<file path="config.mk">
export PLATFORM = sky130hd
export DESIGN_NAME = rtkl_ctrl
export DESIGN_NICKNAME = d
export VERILOG_FILES = /design/src/rtl/rtkl_pkg.sv /design/src/rtl/rtkl_ctrl.sv
export SDC_FILE = /design/constraint.sdc
export NUM_CORES = 1
export LEC_CHECK = 0
export BUFFER_PORTS_ARGS = -buffer_cell sky130_fd_sc_hd__buf_4
export CORE_AREA = 2 2 39 41
export DETAILED_ROUTE_END_ITERATION = 6
export DIE_AREA = 0 0 41 43
export PLACE_DENSITY_LB_ADDON = 0.15
export REMOVE_ABC_BUFFERS = 1
export SKIP_LAST_GASP = 1
export SLEW_MARGIN = 20
export SYNTH_ARGS = -nofsm -noshare
export SYNTH_HDL_FRONTEND = slang
export SYNTH_SLANG_ARGS = --single-unit
</file>
<file path="constraint.sdc">
create_clock -name clk -period 3.85 [get_ports clk]
set_input_delay 0.385 -clock clk [delete_from_list [all_inputs] [get_ports clk]]
set_output_delay 0.385 -clock clk [all_outputs]
set_load 0.02 [all_outputs]
</file>
<file path="src/rtl/rtkl_pkg.sv">
`timescale 1ns / 1ps
package rtkl_pkg;
  localparam int unsigned Groups     = 8;
  localparam int unsigned EntryDepth = 256;
  localparam int unsigned AuxBytes   = 4096;
  localparam int unsigned AuxWords   = AuxBytes / 8;
  localparam int unsigned GrpW  = (Groups > 1) ? $clog2(Groups) : 1;
  localparam int unsigned SlotW = $clog2(EntryDepth);
  localparam int unsigned AuxAW = $clog2(AuxWords);
  localparam int unsigned AuxBW = $clog2(AuxBytes);

  localparam logic [31:0] VersionOk = 32'h0000_0001;
  localparam logic [31:0] MagicOk   = 32'h0c03_30db;
  localparam logic [15:0] SlaveLow  = 16'd3;
  localparam logic [15:0] SlaveHigh = 16'd5;

  localparam logic [1:0] OpLoadGroup = 2'd0;
  localparam logic [1:0] OpLoadEntry = 2'd1;
  localparam logic [1:0] OpLoadAux   = 2'd2;
  localparam logic [1:0] OpQuery     = 2'd3;

  localparam logic [0:0] RegVersion = 1'b0;
  localparam logic [0:0] RegMagic   = 1'b1;

  typedef enum logic [3:0] {
    S_IDLE, S_GRP, S_SREQ, S_SCHK, S_SUM, S_AREQ, S_AWAIT, S_ADAT, S_ADONE
  } state_t;

  // controller -> datapath
  typedef struct packed {
    logic take_in;     // capture input beat
    logic grp_next;
    logic slot_init;   // start slot walk in current group
    logic slot_next;
    logic slot_rd;     // slot read cycle; the datapath does not use it
    logic hit_save;
    logic sum_load;    // load summary into output
    logic aux_init;
    logic aux_rd;
    logic aux_save;    // latch aux read word
    logic aux_byte;    // merge one byte
    logic dat_load;    // load data word into output
  } cmd_t;

  // datapath -> controller
  typedef struct packed {
    logic is_query;
    logic hdr_ok;
    logic grp_done;
    logic grp_valid;
    logic slot_done;
    logic key_match;
    logic copy_zero;
    logic word_full;   // current word has all its bytes or holds the last byte
    logic copy_done;   // all bytes merged
  } sts_t;

  function automatic logic [63:0] mask_key(input logic [63:0] k);
    logic [63:0] r;
    logic        stop;
    r = '0;
    stop = 1'b0;
    for (int i = 0; i < 8; i++) begin
      if (k[8*i +: 8] == 8'd0) stop = 1'b1;
      if (!stop) r[8*i +: 8] = k[8*i +: 8];
    end
    return r;
  endfunction
endpackage

</file>
<file path="src/rtl/rtkl_ctrl.sv">
`timescale 1ns / 1ps
module rtkl_ctrl (
  input  logic           clk,
  input  logic           rst_n,
  input  logic           in_valid,
  output logic           in_stall,
  input  logic           out_busy,
  input  rtkl_pkg::sts_t sts,
  output rtkl_pkg::cmd_t cmd
);
  import rtkl_pkg::*;

  state_t state_r, state_nxt;

  always_ff @(posedge clk) begin
    if (!rst_n) state_r <= S_IDLE;
    else state_r <= state_nxt;
  end

  always_comb begin
    state_nxt = state_r;
    cmd = '0;
    in_stall = 1'b1;
    unique case (state_r)
      S_IDLE: begin
        in_stall = 1'b0;
        if (in_valid) begin
          cmd.take_in = 1'b1;
          state_nxt = S_GRP;
        end
      end
      S_GRP: begin
        if (!sts.is_query) begin
          state_nxt = S_IDLE;
        end else if (!sts.hdr_ok || sts.grp_done) begin
          state_nxt = S_SUM;
        end else if (sts.grp_valid) begin
          cmd.slot_init = 1'b1;
          state_nxt = S_SREQ;
        end else begin
          cmd.grp_next = 1'b1;
        end
      end
      S_SREQ: begin
        if (sts.slot_done) begin
          cmd.grp_next = 1'b1;
          state_nxt = S_GRP;
        end else begin
          cmd.slot_rd = 1'b1;
          state_nxt = S_SCHK;
        end
      end
      S_SCHK: begin
        if (sts.key_match) begin
          cmd.hit_save = 1'b1;
          state_nxt = S_SUM;
        end else begin
          cmd.slot_next = 1'b1;
          state_nxt = S_SREQ;
        end
      end
      S_SUM: begin
        if (!out_busy) begin
          cmd.sum_load = 1'b1;
          cmd.aux_init = 1'b1;
          state_nxt = sts.copy_zero ? S_IDLE : S_AREQ;
        end
      end
      S_AREQ: begin
        cmd.aux_rd = 1'b1;
        state_nxt = S_AWAIT;
      end
      S_AWAIT: begin
        cmd.aux_save = 1'b1;
        state_nxt = S_ADAT;
      end
      S_ADAT: begin
        cmd.aux_byte = 1'b1;
        if (sts.word_full) state_nxt = S_ADONE;
        else state_nxt = S_AREQ;
      end
      S_ADONE: begin
        if (!out_busy) begin
          cmd.dat_load = 1'b1;
          state_nxt = sts.copy_done ? S_IDLE : S_AREQ;
        end
      end
      default: state_nxt = S_IDLE;
    endcase
  end
endmodule

</file>
After elaboration in Yosys (flattened, before gate mapping)
Cells that the tools add are included.

Register bits: 4. Latch bits: 0. Memory bits (writable): 0. Memory bits (read-only): 0. Bits of input ports: 13. Memories kept: 0.

Add/sub/neg operators: 0. Multiply operators: 0. Divide/modulo/power cells: 0. Order comparisons: 0. Equality and inequality tests: 12. Shift-type cells: 0. Multiplexer cells: 35. Bitwise logic cells: 0. Reductions and logical operators: 4.

Operators with widths (number): $pmux W4 S9 (1); $mux W4 (7); $mux W1 (18); $eq A4 B3 Y1 const B (4); $mux W2 (5); $mux W3 (3); $eq A4 B2 Y1 const B (2); $ne A2 B2 Y1 const B (3); $eq A4 B1 Y1 const B (1); $eq A4 B4 Y1 const B (1); $logic_not A4 Y1 (1); $ne A4 B4 Y1 const B (1); $reduce_and A4 Y1 (1); $pmux W1 S2 (1); $logic_not A1 Y1 (1); $logic_or A1 B1 Y1 (1).

Depth between registers and ports, before layout
Depth after elaboration: 5. Gate-level depth with buffers: 6. Depth with buffers taken out: 5.

Worst setup path before layout
Ideal clock, no wire load.

Path type: register to output. Start point: reg state_r[2]. End point: out cmd[5] (netlist bit). Arrival time: 1.294 ns. Required time: 3.465 ns. Slack: 2.171 ns. Stages on the path, launching flop included: 6. Cell sequence: dfxtp_1 buf_6 nor2b_4 nand2_1 nor2_1 buf_4.

RTL lines: from (decl) (line rtkl_ctrl.sv:13) `state_t state_r, state_nxt;`; from (signal assigned) (line rtkl_ctrl.sv:17) `else state_r <= state_nxt;`; to (decl) (line rtkl_ctrl.sv:9) `output rtkl_pkg::cmd_t cmd`.

==> Implementation_results.wiki <==
{| class="wikitable"
! Metric !! Value
|-
| EDFF count, synth || 0
|-
| Class of the worst hold path || primary input to flop
|-
| Average wire per standard cell || 11.10 µm
|-
| Setup repair after global routing missed its margin || no
|-
| Synthesis-to-layout area growth || 39.74%
|-
| Die height || 43 µm
|-
| Main flop type after synthesis || dfxtp_1
|-
| Final-layout worst hold slack || 402.0 ps
|-
| Placement row count || 14
|-
| Final-layout fill cell count || 152
|-
| CTS max path bufs || 2
|-
| Share of the synthesized area in the top cell type || 16.84%
|-
| I/O pin count || 26
|-
| Arrival time at the worst endpoint || 1580 ps
|-
| Total power per unit cell area || 301.3 nW/µm²
|-
| Vias/cell || 5.106
|-
| Sequential share of the synthesized area || 16.84%
|-
| Core area || 1384 µm²
|-
| Total GRT Usage || 16.43%
|-
| Count of clock tree sinks || 4
|-
| Standard cell with the maximum stage delay on the critical path || dfxtp_1
|-
| Setup clock skew after layout || 2.668 ps
|-
| Global placer's final weighted congestion || 0.7371
|-
| Resized cells post-CTS || 0
|-
| Total negative slack || 0 ps
|-
| Final min period || 1968 ps
|-
| Initial standard-cell utilization of the core || 34.36%
|-
| Critical path required time || 3460 ps
|-
| H-tree lvl count || 1
|-
| End of the worst register-to-register path || state_r[2]$_SDFFE_PN0P_
|-
| Final routed DRC violation total || 0
|-
| Area enclosed by the die boundary || 1763 µm²
|-
| Largest registers || state_r x4
|-
| Most frequently used cell type in the post-synthesis netlist || nor2_1
|-
| Pins Over Slew Limit || 0
|-
| First-iteration detailed-routing DRC count || 8
|-
| Number of nets with antenna violations after routing || 0
|-
| Top post-synthesis cells by area || dfxtp_1 17%, buf_6 7.1%, nor2_1 6.3%
|-
| Slew HR || 71.22%
|-
| Final wirelength || 1.154 mm
|-
| Number of diodes added for antenna fixing || 0
|-
| Run status || finished, final reports clean
|-
| Maxcap violations || 0
|-
| Standard cell area after detailed placement || 641.9 µm²
|-
| Cell area after layout || 664.4 µm²
|-
| Post-route fraction of the period consumed by the critical path || 51.10%
|-
| Multi-input gate area in the final layout || 335.3 µm²
|-
| Average footprint of a synthesized cell || 7.429 µm²
|-
| Warnings, synthesis || 0
|-
| Pin slew with the least headroom to its limit || 431.1 ps
|-
| Reg-to-Reg Start || state_r[1]$_SDFFE_PN0P_
|-
| Critical Path Max Stage Delay || 570 ps
|-
| Worst-case register-to-register setup slack || 2360 ps
|-
| Logic depth of the worst register-to-register path || 5
|-
| Clock latency reported for the late side of the worst-skew pair || 230 ps
|-
| Async set or reset register ratio after synthesis || 0%
|-
| Startpoint of the tightest hold check path || rst_n
|-
| Static leakage || 0.0003164 µW
|-
| Leftover overflow at the end of global routing || 0
|-
| Worst vdd ir || 165.5 µV
|-
| Cell Chain, Critical Path || nor2_1 > and4_1 > nand2b_1 > o21ai_0 > buf_4
|-
| Max Fclk || 508.3 MHz
|-
| Count of buffers from port buffering || 25
|-
| Nature of the critical path startpoint || flop
|-
| Largest register FFs || 4
|-
| Die X-Extent || 41 µm
|-
| Hold-critical path depth || 2
|-
| Library cell occupying the most area in the post-synthesis netlist || dfxtp_1
|-
| Vias post-DR || 531
|-
| CTS tree || done
|-
| Initial antenna violation count || 0
|-
| Max Fanout on Critical Path || 11
|-
| Number of global-route vias before repair || 502
|-
| Top reg by flops || state_r
|-
| CTS clk-pin slew, worst paths || 40 ps
|-
| Cell types with the highest counts after synthesis || 8 x nor2_1, 7 x nand2_1, 5 x inv_1, 4 x dfxtp_1, 4 x o21ai_0
|-
| Post-Syn Instances || 64
|-
| Netlist area before placement || 475.5 µm²
|-
| Register cell area after layout || 80.08 µm²
|-
| Flip-flop and latch count after synthesis || 4
|-
| DP HPWL || 931.8 µm
|-
| Pin count of the biggest net entering global routing || 12
|-
| Count of final hold-check violations || 0
|-
| Setup-violating endpoint count in the final report || 0
|-
| Count of distinct cell types in the synthesized netlist || 31
|-
| Total clock buffers created by CTS || 3
|-
| Number of buffers inserted by post-CTS setup repair || 0
|-
| # hold bufs at CTS || 0
|-
| Cell at the root of the clock tree || clkbuf_4
|-
| # nets final || 103
|-
| Setup CP Type || flop to primary output
|-
| First-pass GRT wire length || 2.076 mm
|-
| Endpoint, Worst Hold || state_r[3]$_SDFFE_PN0P_
|-
| Pre-antenna DRT Iters || 4
|-
| Layout cells sized above 1 || 44.32%
|-
| Critical Path Sink Type || primary output
|}
kinds of logic (layout without fill, tap and decap cells):
kind of cell    after synthesis  in the layout  share of synthesized area, %
compound gates               16             16                         23.95
flops                         4              4                         16.84
simple gates                 34             34                         44.48
mux                           1              1                         2.105
buf+inv                       9             33                         12.63
cells in the final DEF (no fill, tap or decap), drive strengths merged:
master  netlist  layout
buf           4      25
nor3          3       3
nand2         7       7
nor3b         1       1
and2b         1       1
o21bai        1       1
a311oi        1       1
and4          1       1
a21oi         3       3
mux2i         1       1
o22ai         2       2
nand3         2       2
nor2          8       8
a21boi        2       2
o22a          1       1
nand2b        3       3
nor2b         4       4
inv           5       5
clkbuf        0       3
dfxtp         4       4
and2          1       1
and3          3       3
a211oi        2       2
o21ai         4       4
per-layer routing:
layer	wire, µm	track usage, %	vias up
met5	0	0	-
met4	0	8.000	0
met3	53	1.571	0
met2	579	25.94	11
met1	521	21.09	248
li1	-	-	272
critical path: cells and delay by family, from the launching register on:
family                 cells  cell delay [ps]
AND/OR/NAND/NOR            3              530
flip-flops                 1              570
AO/OA/AOI/OAI              1               80
buffers and inverters      1              160
per-stage QoR:
stage               worst slack [ps]  power (µW)  util, %  instances
floorplan                       2116       113.8        -         60
global placement                2191       151.1    46.38        101
detailed placement              2133       149.4    46.38        101
CTS                             1879       203.7    48.01        104
global route                    1717       218.6    48.01        104
finish                          1882       200.2    48.01        104
cell type report:
| type | instances | area share [%] |
|---|---|---|
| timing repair buffer | 25 | 28.25 |
| sequential | 4 | 12.05 |
| inverter | 5 | 2.825 |
| tap | 16 | 3.013 |
| multi-input combinational | 51 | 50.47 |
| clock buffer | 3 | 3.390 |
power by group:
part	internal (µW)	switching [µW]	leakage, µW
registers	46.0	11.8	0.0000326
logic	45.0	45.8	0.000270
clock network	34.9	16.8	0.0000138
total	126	74.4	0.000316
how the worst max path moves through the flow:
stage                       startpoint       to  slack (ps)  cells after the start
2_1_floorplan  state_r[2]$_SDFFE_PN0P_   cmd[4]        2120                      3
3_3_place_gp   state_r[1]$_SDFFE_PN0P_  cmd[10]        2190                      5
3_5_place_dp   state_r[1]$_SDFFE_PN0P_  cmd[10]        2130                      5
4_1_cts        state_r[1]$_SDFFE_PN0P_  cmd[10]        1880                      5
5_1_grt        state_r[1]$_SDFFE_PN0P_  cmd[10]        1720                      5
6_report       state_r[1]$_SDFFE_PN0P_  cmd[10]        1880                      5
No activity file was read; power rests on OpenSTA's default activity.
